**config.mk**
```make
export PLATFORM = sky130hd
export DESIGN_NAME = rc_serial_frame_receiver
export DESIGN_NICKNAME = d
export VERILOG_FILES = /design/src/sv/rcsfr_pkg.sv /design/src/sv/rc_serial_frame_receiver.sv
export SDC_FILE = /design/constraint.sdc
export NUM_CORES = 1
export LEC_CHECK = 0
export BUFFER_PORTS_ARGS = -buffer_cell sky130_fd_sc_hd__buf_2
export CAP_MARGIN = 20
export CORE_AREA = 4 4 214 216
export CTS_BUF_LIST = sky130_fd_sc_hd__clkbuf_8
export DETAILED_ROUTE_END_ITERATION = 10
export DIE_AREA = 0 0 218 220
export PLACE_DENSITY_LB_ADDON = 0.05
export SLEW_MARGIN = 10
export SYNTH_ARGS = -nofsm -noshare
export SYNTH_HDL_FRONTEND = slang
export SYNTH_SLANG_ARGS = --single-unit
```
**constraint.sdc**
```tcl
create_clock -name clk -period 4.1 [get_ports clk]
set_input_delay 0.41 -clock clk [delete_from_list [all_inputs] [get_ports clk]]
set_output_delay 0.41 -clock clk [all_outputs]
set_load 0.02 [all_outputs]
```
**src/sv/rcsfr_pkg.sv**
```systemverilog
`timescale 1ns / 1ps
// ----------------------------------------------------------------------------
// rcsfr_pkg
// Types and fixed constants of the serial RC frame receiver.
// ----------------------------------------------------------------------------
package rcsfr_pkg;

  localparam int FRAME_BYTES   = 32;
  localparam int BASE_CHANNELS = 14;
  localparam int ADDR_W        = $clog2(FRAME_BYTES);

  localparam logic [7:0] SERVO_LENGTH     = 8'd32;
  localparam logic [7:0] TLM_LENGTH       = 8'd4;
  localparam logic [7:0] WORD_HEADER      = 8'h55;
  localparam logic [5:0] TLM_BYTES        = 6'd4;
  localparam logic [5:0] WORD_FRAME_BYTES = 6'd31;
  localparam logic [3:0] SERVO_NIBBLE     = 4'h4;
  localparam logic [7:0] GAP_MS_RESET     = 8'd3;
  localparam logic [7:0] IDLE_MAX         = 8'hFF;

  typedef enum logic [2:0] {
    PH_LENGTH,
    PH_COMMAND,
    PH_DATA,
    PH_CHECK_LOW,
    PH_CHECK_HIGH
  } rx_phase_t;

  typedef enum logic [2:0] {
    SQ_IDLE,
    SQ_SINGLE,
    SQ_FETCH,
    SQ_CAPTURE,
    SQ_EMIT
  } seq_state_t;

  typedef enum logic [1:0] {
    KIND_CHANNEL,
    KIND_TLM_REQUEST,
    KIND_IGNORED,
    KIND_CHECK_ERROR
  } kind_t;

endpackage

```
**src/sv/rc_serial_frame_receiver.sv**
```systemverilog
`timescale 1ns / 1ps
// ----------------------------------------------------------------------------
// rc_serial_frame_receiver
// Receiver-side frame parser for a serial RC link with two frame formats.
// ----------------------------------------------------------------------------
// Usage: each request on the item channel (item_valid, item_stall) is either a
// received byte (cmd low) or a one millisecond tick (cmd high). A byte or tick
// that does not complete a frame is taken with no stall and produces nothing.
// The byte that completes a frame starts a small sequencer; item_stall stays
// high until every result of that frame has been placed in the output register.
// Results leave on the result channel (result_valid, result_stall); the output
// register holds a result until it is taken, so a stalled receiver simply
// pauses the sequencer. A checksum error, telemetry request or ignored frame
// gives one result, loaded from the SQ_SINGLE state. A servo frame gives its
// channels from the frame store through one read port and one address adder:
// a word channel costs two reads, each a fetch and a capture state, then an
// emit state; an expansion channel costs three reads and an emit state.
// Reset (rst, synchronous) returns the parser to hunting for a start byte,
// clears both frame counters and sets gap_ms to 3; the frame store itself is
// not cleared. gap_ms is written through cfg_wr_en and cfg_wr_data and must
// only be changed while the block is idle.
// ----------------------------------------------------------------------------
module rc_serial_frame_receiver
  import rcsfr_pkg::*;
#(
  parameter int ALL_CHANNELS = 18
) (
  input  logic        clk,
  input  logic        rst,
  // Configuration
  input  logic        cfg_wr_en,
  input  logic [7:0]  cfg_wr_data,
  // Item channel
  input  logic        item_valid,
  output logic        item_stall,
  input  logic        cmd,
  input  logic [7:0]  rx_byte,
  // Result channel
  output logic        result_valid,
  input  logic        result_stall,
  output logic [1:0]  kind,
  output logic        frame_format,
  output logic [4:0]  chan_index,
  output logic [15:0] chan_value,
  output logic [3:0]  tlm_command,
  output logic [3:0]  tlm_address,
  output logic [15:0] good_frames,
  output logic [15:0] error_frames,
  output logic        last
);

  localparam logic [4:0] LAST_CHAN = 5'(ALL_CHANNELS - 1);
  localparam logic [4:0] BASE_CHAN = 5'(BASE_CHANNELS);

  // Receive state
  logic [7:0]        gap_ms;
  rx_phase_t         rx_phase, rx_phase_next, phase_eff;
  logic [ADDR_W-1:0] write_pos, write_pos_next, store_pos;
  logic [15:0]       running_sum, running_sum_next, sum_base, sum_addend;
  logic [7:0]        check_low, check_low_next;
  logic              format_flag, format_flag_next, format_eff;
  logic [5:0]        frame_length, frame_length_next;
  logic [7:0]        idle_ms, idle_ms_next;
  logic [15:0]       good_count, good_count_next;
  logic [15:0]       error_count, error_count_next;
  logic [7:0]        cmd_byte, cmd_byte_next;
  logic              item_take, byte_take, tick_take, store_en, finish, is_start;

  // Frame store
  logic [7:0]        frame_store [FRAME_BYTES];
  logic [7:0]        rd_data;
  logic [ADDR_W-1:0] rd_addr;

  // Sequencer
  seq_state_t        seq, seq_next;
  logic [4:0]        ch, ch_next;
  logic [1:0]        step, step_next;
  logic [7:0]        pick [3];
  kind_t             single_kind, single_kind_next;
  logic              out_free, load_out, is_exp, check_ok, servo;
  logic [15:0]       expected;
  logic [1:0]        exp_idx, last_step;
  logic [ADDR_W-1:0] frame_off;
  logic [1:0]        kind_next;
  logic [4:0]        chan_index_next;
  logic [15:0]       chan_value_next;
  logic [3:0]        tlm_command_next, tlm_address_next;
  logic              last_next;

  assign item_stall = (seq != SQ_IDLE);
  assign item_take  = item_valid && !item_stall;
  assign byte_take  = item_take && !cmd;
  assign tick_take  = item_take && cmd;
  assign out_free   = !result_valid || !result_stall;

  // --------------------------------------------------------------------------
  // Byte parsing. A gap in a frame sends the parser back to hunting before the
  // byte is looked at, so the same byte may open a new frame.
  // --------------------------------------------------------------------------
  assign phase_eff = (rx_phase != PH_LENGTH && idle_ms >= gap_ms) ? PH_LENGTH : rx_phase;
  assign is_start  = (rx_byte == SERVO_LENGTH) || (rx_byte == TLM_LENGTH) ||
                     (rx_byte == WORD_HEADER);
  assign store_pos  = (phase_eff == PH_LENGTH) ? '0 : write_pos;
  assign sum_base   = (phase_eff == PH_LENGTH) ? 16'h0000 : running_sum;
  assign format_eff = (phase_eff == PH_LENGTH) ? (rx_byte == WORD_HEADER) : format_flag;

  // The word-sum format accumulates its checksum as bytes arrive: odd
  // positions are low bytes, even positions past the header are high bytes.
  always_comb begin
    if (!format_eff) begin
      sum_addend = {8'h00, rx_byte};
    end else if (store_pos == '0) begin
      sum_addend = 16'h0000;
    end else if (store_pos[0]) begin
      sum_addend = {8'h00, rx_byte};
    end else begin
      sum_addend = {rx_byte, 8'h00};
    end
  end

  always_comb begin
    rx_phase_next     = rx_phase;
    write_pos_next    = write_pos;
    running_sum_next  = running_sum;
    check_low_next    = check_low;
    format_flag_next  = format_flag;
    frame_length_next = frame_length;
    idle_ms_next      = idle_ms;
    cmd_byte_next     = cmd_byte;
    store_en          = 1'b0;
    finish            = 1'b0;
    if (tick_take) begin
      if (idle_ms != IDLE_MAX) begin
        idle_ms_next = idle_ms + 8'd1;
      end
    end else if (byte_take) begin
      idle_ms_next  = 8'd0;
      rx_phase_next = phase_eff;
      case (phase_eff)
        PH_LENGTH: begin
          if (is_start) begin
            store_en          = 1'b1;
            format_flag_next  = (rx_byte == WORD_HEADER);
            frame_length_next = (rx_byte == WORD_HEADER) ? WORD_FRAME_BYTES : rx_byte[5:0];
            rx_phase_next     = (rx_byte == WORD_HEADER) ? PH_DATA : PH_COMMAND;
          end
        end
        PH_COMMAND, PH_DATA: begin
          store_en      = 1'b1;
          rx_phase_next = ({1'b0, store_pos + 5'd1} == frame_length - 6'd2) ?
                          PH_CHECK_LOW : PH_DATA;
        end
        PH_CHECK_LOW: begin
          check_low_next = rx_byte;
          rx_phase_next  = PH_CHECK_HIGH;
        end
        PH_CHECK_HIGH: begin
          finish        = 1'b1;
          rx_phase_next = PH_LENGTH;
        end
        default: begin
          rx_phase_next = PH_LENGTH;
        end
      endcase
      if (store_en) begin
        write_pos_next   = store_pos + 5'd1;
        running_sum_next = sum_base + sum_addend;
        if (store_pos == 5'd1) begin
          cmd_byte_next = rx_byte;
        end
      end
    end
  end

  // Frame decision on the final checksum byte
  assign expected = format_flag ? running_sum : ~running_sum;
  assign check_ok = (expected == {rx_byte, check_low});
  assign servo    = format_flag || (cmd_byte[7:4] == SERVO_NIBBLE);

  always_comb begin
    good_count_next  = good_count;
    error_count_next = error_count;
    if (finish) begin
      if (check_ok) begin
        good_count_next = good_count + 16'd1;
      end else begin
        error_count_next = error_count + 16'd1;
      end
    end
  end

  // --------------------------------------------------------------------------
  // Channel read-out: one address adder feeds the single store read port.
  // --------------------------------------------------------------------------
  assign is_exp    = (ch >= BASE_CHAN);
  assign exp_idx   = 2'(ch - BASE_CHAN);
  assign frame_off = format_flag ? 5'd1 : 5'd2;
  assign last_step = is_exp ? 2'd2 : 2'd1;

  always_comb begin
    if (is_exp) begin
      rd_addr = frame_off + 5'd1 + {2'b00, exp_idx, 1'b0} + {1'b0, exp_idx, 2'b00} +
                {2'b00, step, 1'b0};
    end else begin
      rd_addr = frame_off + {ch[3:0], 1'b0} + {3'b000, step};
    end
  end

  always_comb begin
    seq_next         = seq;
    ch_next          = ch;
    step_next        = step;
    single_kind_next = single_kind;
    load_out         = 1'b0;
    kind_next        = KIND_CHANNEL;
    chan_index_next  = 5'd0;
    chan_value_next  = 16'h0000;
    tlm_command_next = 4'h0;
    tlm_address_next = 4'h0;
    last_next        = 1'b1;
    case (seq)
      SQ_IDLE: begin
        if (finish) begin
          if (!check_ok) begin
            single_kind_next = KIND_CHECK_ERROR;
            seq_next         = SQ_SINGLE;
          end else if (servo) begin
            ch_next   = 5'd0;
            step_next = 2'd0;
            seq_next  = SQ_FETCH;
          end else if (cmd_byte[3:0] != 4'h0 && frame_length == TLM_BYTES) begin
            single_kind_next = KIND_TLM_REQUEST;
            seq_next         = SQ_SINGLE;
          end else begin
            single_kind_next = KIND_IGNORED;
            seq_next         = SQ_SINGLE;
          end
        end
      end
      SQ_SINGLE: begin
        kind_next = single_kind;
        if (single_kind == KIND_TLM_REQUEST) begin
          tlm_command_next = cmd_byte[7:4];
          tlm_address_next = cmd_byte[3:0];
        end
        if (out_free) begin
          load_out = 1'b1;
          seq_next = SQ_IDLE;
        end
      end
      SQ_FETCH: begin
        seq_next = SQ_CAPTURE;
      end
      SQ_CAPTURE: begin
        if (step == last_step) begin
          seq_next = SQ_EMIT;
        end else begin
          step_next = step + 2'd1;
          seq_next  = SQ_FETCH;
        end
      end
      SQ_EMIT: begin
        kind_next       = KIND_CHANNEL;
        chan_index_next = ch;
        chan_value_next = is_exp ? {4'h0, pick[2][7:4], pick[1][7:4], pick[0][7:4]} :
                                   {pick[1], pick[0]};
        last_next       = (ch == LAST_CHAN);
        if (out_free) begin
          load_out  = 1'b1;
          step_next = 2'd0;
          if (ch == LAST_CHAN) begin
            seq_next = SQ_IDLE;
          end else begin
            ch_next  = ch + 5'd1;
            seq_next = SQ_FETCH;
          end
        end
      end
      default: begin
        seq_next = SQ_IDLE;
      end
    endcase
  end

  // --------------------------------------------------------------------------
  // Registers
  // --------------------------------------------------------------------------
  always_ff @(posedge clk) begin
    if (store_en) begin
      frame_store[store_pos] <= rx_byte;
    end
    rd_data <= frame_store[rd_addr];
  end

  always_ff @(posedge clk) begin
    if (rst) begin
      gap_ms       <= GAP_MS_RESET;
      rx_phase     <= PH_LENGTH;
      write_pos    <= '0;
      running_sum  <= 16'h0000;
      check_low    <= 8'h00;
      format_flag  <= 1'b0;
      frame_length <= 6'd0;
      idle_ms      <= 8'd0;
      good_count   <= 16'h0000;
      error_count  <= 16'h0000;
      seq          <= SQ_IDLE;
      result_valid <= 1'b0;
    end else begin
      if (cfg_wr_en) begin
        gap_ms <= cfg_wr_data;
      end
      rx_phase     <= rx_phase_next;
      write_pos    <= write_pos_next;
      running_sum  <= running_sum_next;
      check_low    <= check_low_next;
      format_flag  <= format_flag_next;
      frame_length <= frame_length_next;
      idle_ms      <= idle_ms_next;
      good_count   <= good_count_next;
      error_count  <= error_count_next;
      seq          <= seq_next;
      if (load_out) begin
        result_valid <= 1'b1;
      end else if (!result_stall) begin
        result_valid <= 1'b0;
      end
    end
  end

  always_ff @(posedge clk) begin
    cmd_byte    <= cmd_byte_next;
    ch          <= ch_next;
    step        <= step_next;
    single_kind <= single_kind_next;
    if (seq == SQ_CAPTURE) begin
      pick[step] <= rd_data;
    end
    if (load_out) begin
      kind         <= kind_next;
      frame_format <= format_flag;
      chan_index   <= chan_index_next;
      chan_value   <= chan_value_next;
      tlm_command  <= tlm_command_next;
      tlm_address  <= tlm_address_next;
      good_frames  <= good_count;
      error_frames <= error_count;
      last         <= last_next;
    end
  end

  // --------------------------------------------------------------------------
  // Assertions
  // --------------------------------------------------------------------------
  // Only the last channel of a servo frame may close the frame's results.
  a_last_channel: assert property (@(posedge clk) disable iff (rst)
    result_valid && kind == KIND_CHANNEL && last |-> chan_index == LAST_CHAN)
    else $error("last set on a channel other than the final one");

  // Every non-channel result is the only result of its frame.
  a_single_last: assert property (@(posedge clk) disable iff (rst)
    result_valid && kind != KIND_CHANNEL |-> last && chan_value == 16'h0000)
    else $error("single result without last or with a channel value");

  // The error count moves only on a byte taken from the item channel.
  a_error_count: assert property (@(posedge clk) disable iff (rst)
    !$past(rst) && error_count != $past(error_count) |-> $past(byte_take))
    else $error("error count changed without a received byte");

  // While the sequencer reads the store, the write side stays put.
  a_store_quiet: assert property (@(posedge clk) disable iff (rst)
    seq != SQ_IDLE |=> $stable(write_pos))
    else $error("frame store written during read-out");

endmodule

```
; Word level (Yosys, flattened, before mapping)
; Memories as Yosys holds them, arrays and structs flattened. A register that Yosys moved wholly into a read port is not among the register bits.
; Cells that the tools add are included.
[totals]
ff_bits = 173
mem_bits_rw = 280
out_inout_bits = 67
elab_cells = 176
memories = 2
[op_classes]
n_addsub = 15
n_lt_le_gt_ge = 2
eq_ne = 30
n_mux = 59
n_bitwise = 4
reduce_logical = 38
[memory_table]
columns = memory, depth, word_bits, rd, rd_ports_with_merged_regs, wr, line_no
row1 = frame_store, 32, 8, 1, 1, 1, rc_serial_frame_receiver.sv:70  ; logic [7:0] frame_store [FRAME_BYTES];
row2 = pick, 3, 8, 3, 0, 1, rc_serial_frame_receiver.sv:78  ; logic [7:0] pick [3];
[op_table]
columns = cell, n
row1 = $mux W16, 5
row2 = $mux W5, 7
row3 = $add A16 B1 Y16 const B, 2
row4 = $mux W2, 13
row5 = $mux W8, 3
row6 = $mux W1, 18
row7 = $mux W3, 6
row8 = $add A16 B16 Y16, 1
row9 = $eq A16 B16 Y1, 1
row10 = $ne A2 B2 Y1 const B, 8
row11 = $not A16 Y16, 1
row12 = $pmux W3 S5, 1
row13 = $eq A3 B2 Y1 const B, 4
row14 = $mux W12, 1
row15 = $reduce_and A3 Y1, 4
row16 = $reduce_and A6 Y1, 2
row17 = $add A5 B1 Y5 const B, 2
row18 = $pmux W5 S2, 1
row19 = $reduce_and A2 Y1, 5
row20 = $pmux W3 S3, 1
row21 = $reduce_bool A3 Y1, 3
row22 = $add A8 B1 Y8 const B, 1
row23 = $eq A8 B3 Y1 const B, 1
row24 = $eq A8 B6 Y1 const B, 1
row25 = 36 further kinds, 56

; Logic depth before layout (Yosys ltp)
; Gate-level depths: netlist of run 1.
[depth]
ltp_word = 12
ltp_mapped = 20
depth_no_buf = 19

; Worst setup path before layout of run 1
; OpenSTA, ideal clock, no wires.
[synth_timing]
path_type = register to register
from = register gap_ms[2]
to = register running_sum[15]
setup_ns = 0.122
arrival_time_ns = 4.290
required_ns = 3.978
path_slack_ns = -0.312
path_stages_with_launch = 21
path_buffers = 1
period_less_slack_ns = 4.412
cell_sequence = dfxtp_1 -> inv_1 -> ha_1 -> a211o_1 -> a31oi_1 -> o21ai_1 -> or2_2 -> clkbuf_1 -> nor2_1 -> inv_1 -> ha_1 -> o31ai_1 -> nor2b_1 -> and2_1 -> ha_1 -> or3_1 -> o21ai_0 -> a211oi_1 -> o31ai_1 -> and4b_1 -> nor3_1
[synth_via]
elab_chain_len = 9
elab_cells_between_ends = 19
cone_classes = add/sub (1) / order compare (1) / eq/ne (2) / mux (10) / reduce/logical (5)
[synth_lines]
columns = item, line_no
row1 = start: declaration, rc_serial_frame_receiver.sv:56  ; logic [7:0] gap_ms;
row2 = start signal: assignment, rc_serial_frame_receiver.sv:311  ; gap_ms <= cfg_wr_data;
row3 = $ge A8 B8 Y1 (*), rc_serial_frame_receiver.sv:100  ; assign phase_eff = (rx_phase != PH_LENGTH && idle_ms >= gap_ms) ? PH_LENGTH : rx_phase;
row4 = $logic_and A1 B1 Y1 (*), rc_serial_frame_receiver.sv:100
row5 = $mux W3 (*), rc_serial_frame_receiver.sv:100
row6 = "$logic_not A3 Y1, or another cell as far along", --
row7 = $mux W5 or $reduce_or A2 Y1 (tied branches), "rc_serial_frame_receiver.sv:103, rc_serial_frame_receiver.sv:139"
row8 = "$logic_not A5 Y1, or another cell as far along", rc_serial_frame_receiver.sv:112  ; end else if (store_pos == '0) begin
row9 = $mux W16 or $mux W1 (tied branches), "rc_serial_frame_receiver.sv:112, rc_serial_frame_receiver.sv:136"
row10 = $mux W16 or $mux W1 (tied branches), "rc_serial_frame_receiver.sv:110, rc_serial_frame_receiver.sv:132"
row11 = $add A16 B16 Y16 or $reduce_and A3 Y1 (tied branches), --
row12 = end signal: assignment, rc_serial_frame_receiver.sv:315  ; running_sum <= running_sum_next;
row13 = end: declaration, rc_serial_frame_receiver.sv:59  ; logic [15:0] running_sum, running_sum_next, sum_base, sum_addend;
; Every way passes the cells marked *; elsewhere a longest branch is shown, timed or not. The select of a mux whose other input is x is not followed.
; A chain may end at the register's enable or synchronous reset.

; Worst setup path after layout of run 1
[layout_timing]
from = register gap_ms[5]
to = register running_sum[14]
; The elaborated chain is that of the path after synthesis.

==> metrics.md, run 1 <==
| Metric | Value |
|---|---|
| Initial core utilization | `44.6%` |
| Cell mode on critical path | `ha_1` |
| Simple-gate area share of the yosys netlist | `11.5%` |
| Number of vias per cell | `5.32` |
| Critical path class | `reg -> reg` |
| Compound-gate portion of the synthesized area | `4.93%` |
| Post-synth top area share | `a little over half` |
| Clock latency on the worst-skew pair | `0.63 ns` |
| Gr usage total | `19.2%` |
| Gpl congestion | `0.773` |
| Largest net degree at the start of global routing | `83` |
| Fraction of registers with async set/reset | `0%` |
| Vias in the first global route | `between 10,000 and 15,000` |
| Cell Rows | `between 70 and 80` |
| Layout cells sized above 1 | `23.4%` |
| Final HPWL DP | `~30,000 µm` |
| Maxcap violations | `0` |
| Prevailing post-synth register cell | `edfxtp_1` |
| Synth cell types | `70` |
| Die height | `220 µm` |
| Setup crit start | `gap_ms[5]` |
| Crit path max fanout | `8` |
| Synthesized Nets | `approximately 1,400` |
| Fin. max-slew vios | `0` |
| Avg Inst Size Synth | `14.4 µm²` |
| Leak | `0.00820 µW` |
| WP buf/inv | `2` |
| Critical-path cell list | `inv_1, ha_1, a211o_1, a21oi_2, o21ai_4, or2_2, mux2i_1, buf_4, and2_1, ha_1, a211oi_2, o21a_1, or3_1, nand3_2, a41oi_2, xnor2_1, a32o_1` |
| Mux cell area share after synthesis | `10.2%` |
| Setup crit end kind | `register` |
| Clk pin slew, worst setup/hold paths | `0.06 ns` |
| Main area contributors after synthesis | `edfxtp_1 55%, dfxtp_1 10%, mux4_2 9.2%` |
| CP peak stage delay | `0.40 ns` |
| ANT nets after route | `0` |
| Dpl ws | `-0.00861 ns` |
| Hold wc startpoint | `result_stall` |
| Tightest Pin Transition | `0.959 ns` |
| Fin crit period | `3.89 ns` |
| Drt drc | `0` |
| Main combinational cell family by area after synthesis | `simple AND/OR/NAND/NOR gates` |
| CTS tree | `built` |
| Cts bufs inserted | `between 70 and 80` |
| Core Box Area | `43,900 µm²` |
| Worst VDD drop | `0.191 mV` |
| Final setup viols | `0` |
| Most common cell in the synthesized netlist | `edfxtp_1` |
| Status | `finished, final reports clean` |
| RR Endpoint | `running_sum[14]` |
| First-pass GRT wire length | `roughly 70,000 µm` |
| Reg2reg path depth | `17` |
| Drt total wl | `45,800 µm` |
| RSZ-0062 raised after global routing | `no` |
| CTS H-tree lvls | `3` |
| Power consumption | `9010 µW` |
| Data arrival, critical path | `4.39 ns` |
| DR WL/cell | `20.8 µm` |
| Clock root buffer | `clkbuf_8` |
| Fillers | `3,765` |
| Yosys top cell by area | `edfxtp_1` |
| Crit path depth | `17` |
| Post-synth EDFFs | `358` |
| Port bufs | `88` |
| Crit Reg-Reg Startpoint | `gap_ms[5]` |
| Die width | `218 µm` |
| Sink Count | `457` |
| Nets | `1,617` |
| Register area share after synthesis | `65.0%` |
| Die area | `48,000 µm²` |
| Setup ws final | `about 0.21 ns` |
| Top delay family on crit path | `compound AO/OA/AOI/OAI gates` |
| R2R Setup Slk | `roughly 0.21 ns` |
| Critical-path cell with the highest stage delay | `or3_1` |
| Worst Hold Margin | `0.120 ns` |
| Synth Area in Adders | `between 3 and 4%` |
| Final Hold Violating Endpoints | `0` |
| Post-synthesis instance total | `about 1,400` |
| Hold Path Cell Cnt | `3` |
| Commonest cells in the netlist | `358 x edfxtp_1, 133 x nand2_1, 99 x dfxtp_1, 80 x mux4_2, 79 x nor2_1` |
| Crit path to | `running_sum[14]` |
| Fin Clk Skew | `0.0301 ns` |
| Final core occ | `51.9%` |
| Clock Tree Buf Depth | `3` |
| I/O pin cnt | `89` |
| Initial antenna violation count | `1` |
| Via count | `11,700` |
| Synthesized cell area | `19,600 µm²` |
| Fmax | `0.257 GHz` |
| Relative slew slack | `a little over a third` |
| Synth warn | `0` |
| FF+latch count, synth | `457` |
| Crit start category | `register` |
| Power per Cell Area | `395 nW/µm²` |
| XOR/XNOR Fraction of Synth Area | `roughly 3.4%` |
| WP data required | `4.60 ns` |
| Area grow syn2layout | `16.4%` |
| Final cycle utilization of the critical path | `94.9%` |
| Iter 0 DRT Violations | `840` |
| Setup TNS Final | `0 ns` |
| Hold crit path type | `in -> reg` |
| First-pass iteration count of the detailed router | `7` |
| Total grt overflow | `0` |
==> metal layers <==
layer | track usage, % | wire [µm]
met5 | 0 | 0
met4 | 6.78 | 1180
met3 | 3.32 | 2250
met2 | 30.3 | 21400
met1 | 27.2 | 21000
==> flip-flops by register name, indices dropped and copies added (netlist names), 4 cells and up <==
name / flops
chan_index: 5
check_low: 8
good_frames: 16
ch: 5
frame_store: 256
tlm_address: 4
good_count: 16
chan_value: 16
rd_data: 8
error_frames: 16
tlm_command: 4
write_pos: 5
pick: 20
running_sum: 16
error_count: 16
idle_ms: 8
gap_ms: 8
cmd_byte: 8
frame_length: 6
==> repair_timing <==
item | 4_1_cts | 5_1_grt
setup buffers | 0 | 3
pin swaps | 0 | 3
hold buffers | 8 | 0
hold endpoints to repair | 8 | 0
setup endpoints to repair | 2 | 8
gates resized for setup | 2 | 14
==> report_power, final <==
group | switching (µW) | total, µW | internal (µW)
combinational | 131 | 187 | 56.1
clock | 1820 | 3840 | 2020
sequential | 3.85 | 4980 | 4980
total | 1950 | 9010 | 7050
==> worst min-delay path by stage <==
stage / end
floorplan: pick[0][0]
global placement: pick[1][0]
detailed placement: pick[0][3]
CTS: result_valid
global route: result_valid
finish: result_valid
==> kinds of logic after synthesis <==
group | Yosys count
AOI/OAI and AO/OA | 149
xor gates and xnor gates | 75
adders and majority gates | 48
buffers and inverters | 88
DFF | 457
muxes | 99
and+or+nand+nor | 441
==> cell usage in the layout (no fill, tap or decap), types with 4 or more instances in the layout <==
master / count
nor4_1: 7
nand2b_1: 6
and3_1: 17
or3_1: 15
xnor2_1: 33
clkbuf_8: 87
edfxtp_1: 358
o211ai_1: 5
inv_1: 57
ha_1: 42
a211oi_1: 8
and2_1: 74
o31ai_1: 4
nor3_1: 16
buf_12: 4
nand3b_1: 4
fa_1: 5
a21oi_1: 58
nor2b_1: 4
mux4_2: 80
clkinv_2: 14
nand2_1: 133
nor2_1: 78
clkinv_1: 16
nand3_1: 27
or4_1: 5
nor2_2: 4
xor2_1: 42
dlygate4sd3_1: 8
a21o_1: 8
nand4_1: 24
mux2i_1: 18
o21ai_0: 18
dfxtp_1: 99
nor3b_1: 8
buf_4: 62
buf_2: 88
a211o_1: 4
==> through the flow <==
| stage | area, µm² | cells |
|---|---|---|
| floorplan | 19600 | 1357 |
| global placement | 21200 | 2048 |
| detailed placement | 21200 | 2048 |
| CTS | 22700 | 2200 |
| global route | 22800 | 2203 |
| finish | 22800 | 2204 |
==> worst min-delay path, stage by stage <==
cell	delay (ns)
buf_2	0.13
nand2_1	0.08
a21oi_1	0.06
==> cell type report <==
class | count | area (µm²) | area share, %
tap | 592 | 741 | 3.25
multi-input combinational | 812 | 6650 | 29.2
sequential | 457 | 12700 | 55.8
clock inverter | 57 | 275 | 1.21
inverter | 36 | 135 | 0.593
clock buffer | 87 | 1200 | 5.25
timing repair buffer | 162 | 1070 | 4.68
antenna | 1 | 2.50 | 0.0110
Power figures use the tool's default switching activity.
==> run 2, diff against run 1 <==
--- a/config.mk
+++ b/config.mk
@@ -11,8 +11,8 @@
 export CTS_BUF_LIST = sky130_fd_sc_hd__clkbuf_8
 export DETAILED_ROUTE_END_ITERATION = 10
 export DIE_AREA = 0 0 218 220
-export PLACE_DENSITY_LB_ADDON = 0.05
-export SLEW_MARGIN = 10
+export PLACE_DENSITY = 0.61
+export SLEW_MARGIN = 20
 export SYNTH_ARGS = -nofsm -noshare
 export SYNTH_HDL_FRONTEND = slang
 export SYNTH_SLANG_ARGS = --single-unit
==> run 2 against run 1 <==
Against the previous run: largest power group unchanged; worst setup slack lost 0.013 ns; critical path depth is the same; core utilization shrank 0.23 points; clock skew shrank 0.00085 ns; combinational power shrank 3%; total power shrank 2.9%; clock power shrank 6.8%; sequential share of layout area grew 0.25 points; cell count shrank 0.86%; count of clock-buffer cells in the layout shrank 5; sequential power is essentially flat.
==> metrics.md, run 2 (synthesis gave the netlist of run 1 again) <==
| Metric | Value |
|---|---|
| Maxcap violations | `0 (unchanged)` |
| Post-Layout Cell Count | `2,185 (-0.86%)` |
| Setup crit end kind | `register` |
| Critical-path cell with the highest stage delay | `or3_1` |
| Biggest regs | `frame_store (256), pick (20)` |
| CTS tree | `built` |
| Final cycle utilization of the critical path | `95.2% (+0.31 points)` |
| Dpl ws | `-0.124 ns (-0.116 ns)` |
| Worst VDD drop | `0.189 mV (-1.2%)` |
| Max reg flops | `256 (unchanged)` |
| Reg2reg path depth | `17 (unchanged)` |
| Top delay family on crit path | `compound AO/OA/AOI/OAI gates` |
| Leak | `0.00810 µW (-1.2%)` |
| Finished Cell Area | `22,700 µm² (-0.45%)` |
| Most frequent cells in the layout | `358 x edfxtp_1, 133 x nand2_1, 99 x dfxtp_1` |
| Gr usage total | `18.2% (-1.0 points)` |
| DR WL/cell | `19.9 µm (-4.2%)` |
| RR Endpoint | `running_sum[14]` |
| Fmax | `0.256 GHz (-0.33%)` |
| CTS H-tree lvls | `3 (unchanged)` |
| Fin. max-slew vios | `0 (unchanged)` |
| Sw Ratio | `21.4% (-0.22 points)` |
| Comb pwr share | `2.1% (about the same)` |
| Area grow syn2layout | `15.8%` |
| Die width | `218 µm (unchanged)` |
| Nets | `1,606 (-0.68%)` |
| CP peak stage delay | `0.40 ns (about the same)` |
| Number of vias per cell | `5.35 (+0.57%)` |
| Hold endpoint | `gap_ms[5]` |
| Drt total wl | `43,500 µm (-5.1%)` |
| Initial core utilization | `44.6% (unchanged)` |
| First-pass iteration count of the detailed router | `5 (-2)` |
| Critical-path cell list | `inv_1, ha_1, a211o_1, a21oi_2, o21ai_4, or2_4, mux2i_2, buf_4, and2_1, ha_1, o21ai_1, o21a_1, or3_1, nand3_1, a41oi_2, xnor2_1, a32o_1` |
| Hold Path Cell Cnt | `3 (unchanged)` |
| Crit path max fanout | `7 (-1)` |
| Fin crit period | `3.90 ns (+0.0127 ns)` |
| Pint | `6870 µW (-2.6%)` |
| Clk pin slew, worst setup/hold paths | `0.06 ns (about the same)` |
| Cell mode on critical path | `ha_1` |
| Drt drc | `0 (unchanged)` |
| Dpl cells | `2,043 (-0.24%)` |
| Hold crit path type | `in -> reg` |
| Largest net degree at the start of global routing | `83 (unchanged)` |
| I/O pin cnt | `89 (unchanged)` |
| Final setup viols | `0 (unchanged)` |
| Crit start category | `register` |
| Status | `finished, final reports clean` |
| Data arrival, critical path | `4.42 ns (+0.03 ns)` |
| Tightest Pin Transition | `0.986 ns (+0.0274 ns)` |
| Final Hold Violating Endpoints | `0 (unchanged)` |
| Total net switching power | `1880 µW (-3.9%)` |
| Area post-placement | `21,200 µm² (about the same)` |
| Final HPWL DP | `28,900 µm (-4.3%)` |
| Layout cells sized above 1 | `22.8% (-0.55 points)` |
| Crit Reg-Reg Startpoint | `gap_ms[5]` |
| WP buf/inv | `2 (unchanged)` |
| Core Box Area | `43,900 µm² (unchanged)` |
| Initial antenna violation count | `1 (unchanged)` |
| Gpl congestion | `0.833 (+7.8%)` |
| Flop pwr share | `57.0% (+1.7 points)` |
| WP data required | `4.62 ns (+0.02 ns)` |
| Total grt overflow | `0 (unchanged)` |
| Sink Count | `457 (unchanged)` |
| Cts bufs inserted | `74 (-5.1%)` |
| Fin Clk Skew | `0.0293 ns (-0.000847 ns)` |
| Critical path class | `reg -> reg` |
| Clock latency on the worst-skew pair | `0.63 ns (about the same)` |
| Worst Hold Margin | `0.0453 ns (-0.0747 ns)` |
| Commonest non-fill, non-tap cell in the layout | `edfxtp_1` |
| Via count | `11,700 (-0.30%)` |
| First-pass GRT wire length | `67,700 µm (-3.0%)` |
| Clock root buffer | `clkbuf_8` |
| Power per Cell Area | `385 nW/µm² (-2.5%)` |
| Iter 0 DRT Violations | `833 (-0.83%)` |
| Die area | `48,000 µm² (unchanged)` |
| R2R Setup Slk | `0.20 ns (about the same)` |
| Die height | `220 µm (unchanged)` |
| Hold wc startpoint | `cfg_wr_data[5]` |
| Most flop-heavy register | `frame_store` |
| Setup ws final | `0.198 ns (-0.0127 ns)` |
| Clk pwr share | `40.9% (-1.7 points)` |
| Diode count | `0 (-1)` |
| Vias in the first global route | `12,000 (+3.2%)` |
| ANT nets after route | `0 (unchanged)` |
| Setup TNS Final | `0 ns (unchanged)` |
| Port bufs | `88 (unchanged)` |
| Relative slew slack | `34.1% (-2.0 points)` |
| Cell Rows | `77 (unchanged)` |
| Clock Tree Buf Depth | `3 (unchanged)` |
-- run 2: cell types whose count changed in the layout (fill, tap and decap cells not counted), sizes merged --
cell	before	now
clkinv	30	17
inv	60	68
bufinv	1	0
buf	154	149
clkbuf	87	82
diode	1	0
dlygate4sd3	8	6
-- run 2: worst max path at each step --
stage               slack, ns         endpoint       start  cells after the start
finish                   0.20  running_sum[14]   gap_ms[5]                     17
floorplan               -0.07  running_sum[15]   gap_ms[2]                     20
CTS                    0.0005  running_sum[15]   gap_ms[2]                     17
global placement        -0.08  running_sum[15]  rx_byte[5]                     16
detailed placement      -0.12  running_sum[15]  rx_byte[6]                     16
global route          -0.0005  running_sum[13]   gap_ms[5]                     17
-- run 2: metal layers --
metal	track usage (%)	wire length [µm]
met1	25.4	19800
met4	5.44	786
met5	0	0
met2	29.7	21000
met3	2.96	1930
-- run 2: final cells by class --
cell class              instances  area (µm²)
inverters                      36         135
well taps                     592         741
multi-input cells             812        6690
repair buffers                155        1060
flip-flops and latches        457       12700
clock buffers                  82        1130
clock inverters                51         218
fillers                      3719       21200
-- run 2: power by group through the flow --
stage,clock (µW),sequential (µW),combinational [µW]
2_1_floorplan,0,5080,75.0
3_3_place_gp,0,5080,168
3_5_place_dp,0,5080,173
4_1_cts,3690,4980,178
5_1_grt,3920,4980,198
6_report,3580,4980,181
-- run 2: repair_timing --
item	CTS	global route
setup buffers	0	3
pin swaps	0	6
hold buffers	6	0
resized for setup	4	21
endpoints found under the hold margin	6	0
endpoints found under the setup margin	2	10
-- run 2: metrics by stage --
step / util [%] / power [µW]
floorplan: - / 5150
global placement: 48.2 / 5250
detailed placement: 48.2 / 5250
CTS: 51.4 / 8850
global route: 51.7 / 9100
finish: 51.7 / 8740
-- run 2: tightest hold or removal path: cells and delay by family --
| kind | cells | cell delay, ns |
|---|---|---|
| buf+inv | 1 | 0.09 |
| simple gates | 1 | 0.08 |
| mux | 1 | 0.06 |
==> run 3, diff against run 2 <==
--- a/config.mk
+++ b/config.mk
@@ -5,7 +5,7 @@
 export SDC_FILE = /design/constraint.sdc
 export NUM_CORES = 1
 export LEC_CHECK = 0
-export BUFFER_PORTS_ARGS = -buffer_cell sky130_fd_sc_hd__buf_2
+export BUFFER_PORTS_ARGS = -buffer_cell sky130_fd_sc_hd__buf_4
 export CAP_MARGIN = 20
 export CORE_AREA = 4 4 214 216
 export CTS_BUF_LIST = sky130_fd_sc_hd__clkbuf_8
==> run 3 against run 2 <==
Against the previous run: count of clock-buffer cells in the layout grew 3; first-iteration DRC count up 25%; combinational power increased by 8%; critical endpoint is now running_sum[11]; critical path type unchanged; core utilization rose by 1.4 points; critical path depth grew 3; worst hold slack better by 0.055 ns; worst setup slack better by 0.047 ns; highest routed layer unchanged; fmax up 1.2%; sequential cell count stayed put; clock power increased by 11%.
==> metrics.md, run 3 (synthesis gave the netlist of run 1 again) <==
| Metric | Value |
|---|---|
| Status | `finished, final reports clean` |
| Drt total wl | `44,100 µm (+1.5%)` |
| Final HPWL DP | `29,100 µm (+0.60%)` |
| Critical path class | `reg -> reg` |
| Clock latency on the worst-skew pair | `0.64 ns (about the same)` |
| ANT nets after route | `0 (unchanged)` |
| Clock Tree Buf Depth | `3 (unchanged)` |
| Nets | `1,641 (+2.2%)` |
| Diode count | `0 (unchanged)` |
| Clock root buffer | `clkbuf_8` |
| Die area | `48,000 µm² (unchanged)` |
| Most flop-heavy register | `frame_store` |
| Tightest Pin Transition | `0.997 ns (+0.0109 ns)` |
| Critical-path cell with the highest stage delay | `or3_1` |
| Maxcap violations | `0 (unchanged)` |
| Total net switching power | `1930 µW (+3.2%)` |
| Initial core utilization | `44.6% (unchanged)` |
| Flop pwr share | `54.5% (-2.5 points)` |
| Core Box Area | `43,900 µm² (unchanged)` |
| DR WL/cell | `19.9 µm (-0.29%)` |
| Final Hold Violating Endpoints | `0 (unchanged)` |
| Most frequent cells in the layout | `358 x edfxtp_1, 170 x buf_4, 133 x nand2_1` |
| I/O pin cnt | `89 (unchanged)` |
| Clk pin slew, worst setup/hold paths | `0.06 ns (about the same)` |
| Power per Cell Area | `392 nW/µm² (+1.8%)` |
| Gpl congestion | `0.811 (-2.6%)` |
| Total grt overflow | `0 (unchanged)` |
| Largest net degree at the start of global routing | `83 (unchanged)` |
| Critical-path cell list | `inv_1, ha_1, a211o_1, a21oi_2, o21ai_4, or2_4, buf_4, nor2_2, inv_1, ha_2, o31ai_2, nor2b_2, and2_1, ha_4, or3_1, o21ai_2, a211oi_1, or3_1, nand3_1, a21oi_1` |
| Register area | `12,700 µm² (about the same)` |
| Worst Hold Margin | `0.0998 ns (+0.0545 ns)` |
| Cts bufs inserted | `76 (+2.7%)` |
| Iter 0 DRT Violations | `1,038 (+25%)` |
| Max reg flops | `256 (unchanged)` |
| Fin crit period | `3.86 ns (-0.0472 ns)` |
| Final cycle utilization of the critical path | `94.0% (-1.2 points)` |
| Final setup viols | `0 (unchanged)` |
| Area grow syn2layout | `19.0%` |
| Drt drc | `0 (unchanged)` |
| Cell Rows | `77 (unchanged)` |
| Via count | `11,900 (+1.4%)` |
| RSZ-0062 raised after global routing | `no` |
| Worst VDD drop | `0.207 mV (+9.5%)` |
| Fin. max-slew vios | `0 (unchanged)` |
| Gr usage total | `18.6% (+0.38 points)` |
| Fillers | `3,687 (-0.86%)` |
| First-pass iteration count of the detailed router | `5 (unchanged)` |
| Vias in the first global route | `11,900 (-0.31%)` |
| Number of vias per cell | `5.33 (-0.35%)` |
| Comb pwr share | `2.1% (about the same)` |
| Port bufs | `88 (unchanged)` |
| CP peak stage delay | `0.39 ns (about the same)` |
| Commonest non-fill, non-tap cell in the layout | `edfxtp_1` |
| Area of the multi-input gates | `6640 µm² (-0.77%)` |
| Setup crit end kind | `register` |
| Initial antenna violation count | `0 (-1)` |
| Layout cells sized above 1 | `24.7% (+1.8 points)` |
| Sink Count | `457 (unchanged)` |
| Biggest regs | `frame_store (256), pick (20)` |
| Crit path max fanout | `3 (-4)` |
| Die width | `218 µm (unchanged)` |
| Fin Clk Skew | `0.0271 ns (-0.00214 ns)` |
| WP data required | `4.57 ns (-0.05 ns)` |
| Crit start category | `register` |
| Relative slew slack | `33.4% (-0.73 points)` |
| First-pass GRT wire length | `68,700 µm (+1.4%)` |
| Leak | `0.00838 µW (+3.5%)` |
| Die height | `220 µm (unchanged)` |
| Sw Ratio | `21.2% (-0.28 points)` |
| Clk pwr share | `43.4% (+2.5 points)` |
| CTS H-tree lvls | `3 (unchanged)` |
| Hold crit path type | `in -> reg` |
| Data arrival, critical path | `4.33 ns (-0.09 ns)` |
| CTS tree | `built` |
| Power consumption | `9140 µW (+4.5%)` |
| Pint | `7210 µW (+4.9%)` |
| Fmax | `0.259 GHz (+1.2%)` |
-- run 3: repair_timing --
item | CTS | global route
setup endpoints to repair | 1 | 8
gates cloned | 0 | 0
gates resized for setup | 0 | 14
setup buffers | 1 | 1
endpoints found under the hold margin | 8 | 0
hold buffers | 8 | 0
pin swaps | 1 | 10
-- run 3: worst paths after layout --
| kind | startpoint | endpoint | slack [ns] | cells after the start |
|---|---|---|---|---|
| min reg2reg | rd_data[1] | pick[1][1] | 0.43 | 0 |
| max reg2reg | gap_ms[5] | running_sum[11] | 0.24 | 20 |
| max | gap_ms[5] | running_sum[11] | 0.24 | 20 |
| min | result_stall | result_valid | 0.1 | 3 |
-- run 3: per-stage QoR --
stage | util (%) | TNS (ns) | setup slack (ns) | instance area, µm² | std cells
finish | 53.1 | 0 | 0.245 | 23300 | 2224
global route | 53.1 | 0 | 0.00846 | 23300 | 2224
CTS | 52.9 | 0 | 0.0141 | 23300 | 2223
detailed placement | 49.3 | -0.0251 | -0.0251 | 21700 | 2075
global placement | 49.3 | 0 | 0.0962 | 21700 | 2075
floorplan | - | -0.0669 | -0.0669 | 19600 | 1357
-- run 3: layer usage --
layer	share of wire (%)	track usage, %	vias up
li1	-	-	5562
met4	1.7	5.81	0
met1	46	26.3	5974
met5	0	0	-
met2	47	29.3	279
met3	5.1	3.49	48
-- run 3: worst max-delay path: cells and delay by family (launching register included) --
family / cells / cell delay (ns)
compound gates: 7 / 0.91
simple gates: 7 / 1.52
buf+inv: 3 / 0.25
fa+ha+maj: 3 / 0.69
flops: 1 / 0.33
-- run 3: cell type report --
| class | instances | area share, % |
|---|---|---|
| clock buffer | 85 | 5.02 |
| timing repair buffer | 188 | 6.68 |
| sequential | 457 | 54.6 |
| tap | 592 | 3.18 |
| inverter | 36 | 0.580 |
| clock inverter | 54 | 1.47 |
| multi-input combinational | 812 | 28.5 |
-- run 3: power groups by stage --
| stage | Sequential [µW] | Clock, µW | Combinational [µW] |
|---|---|---|---|
| 2_1_floorplan | 5080 | 0 | 75.0 |
| 3_3_place_gp | 5080 | 0 | 184 |
| 3_5_place_dp | 5080 | 0 | 189 |
| 4_1_cts | 4980 | 4070 | 196 |
| 5_1_grt | 4980 | 4320 | 212 |
| 6_report | 4980 | 3960 | 195 |
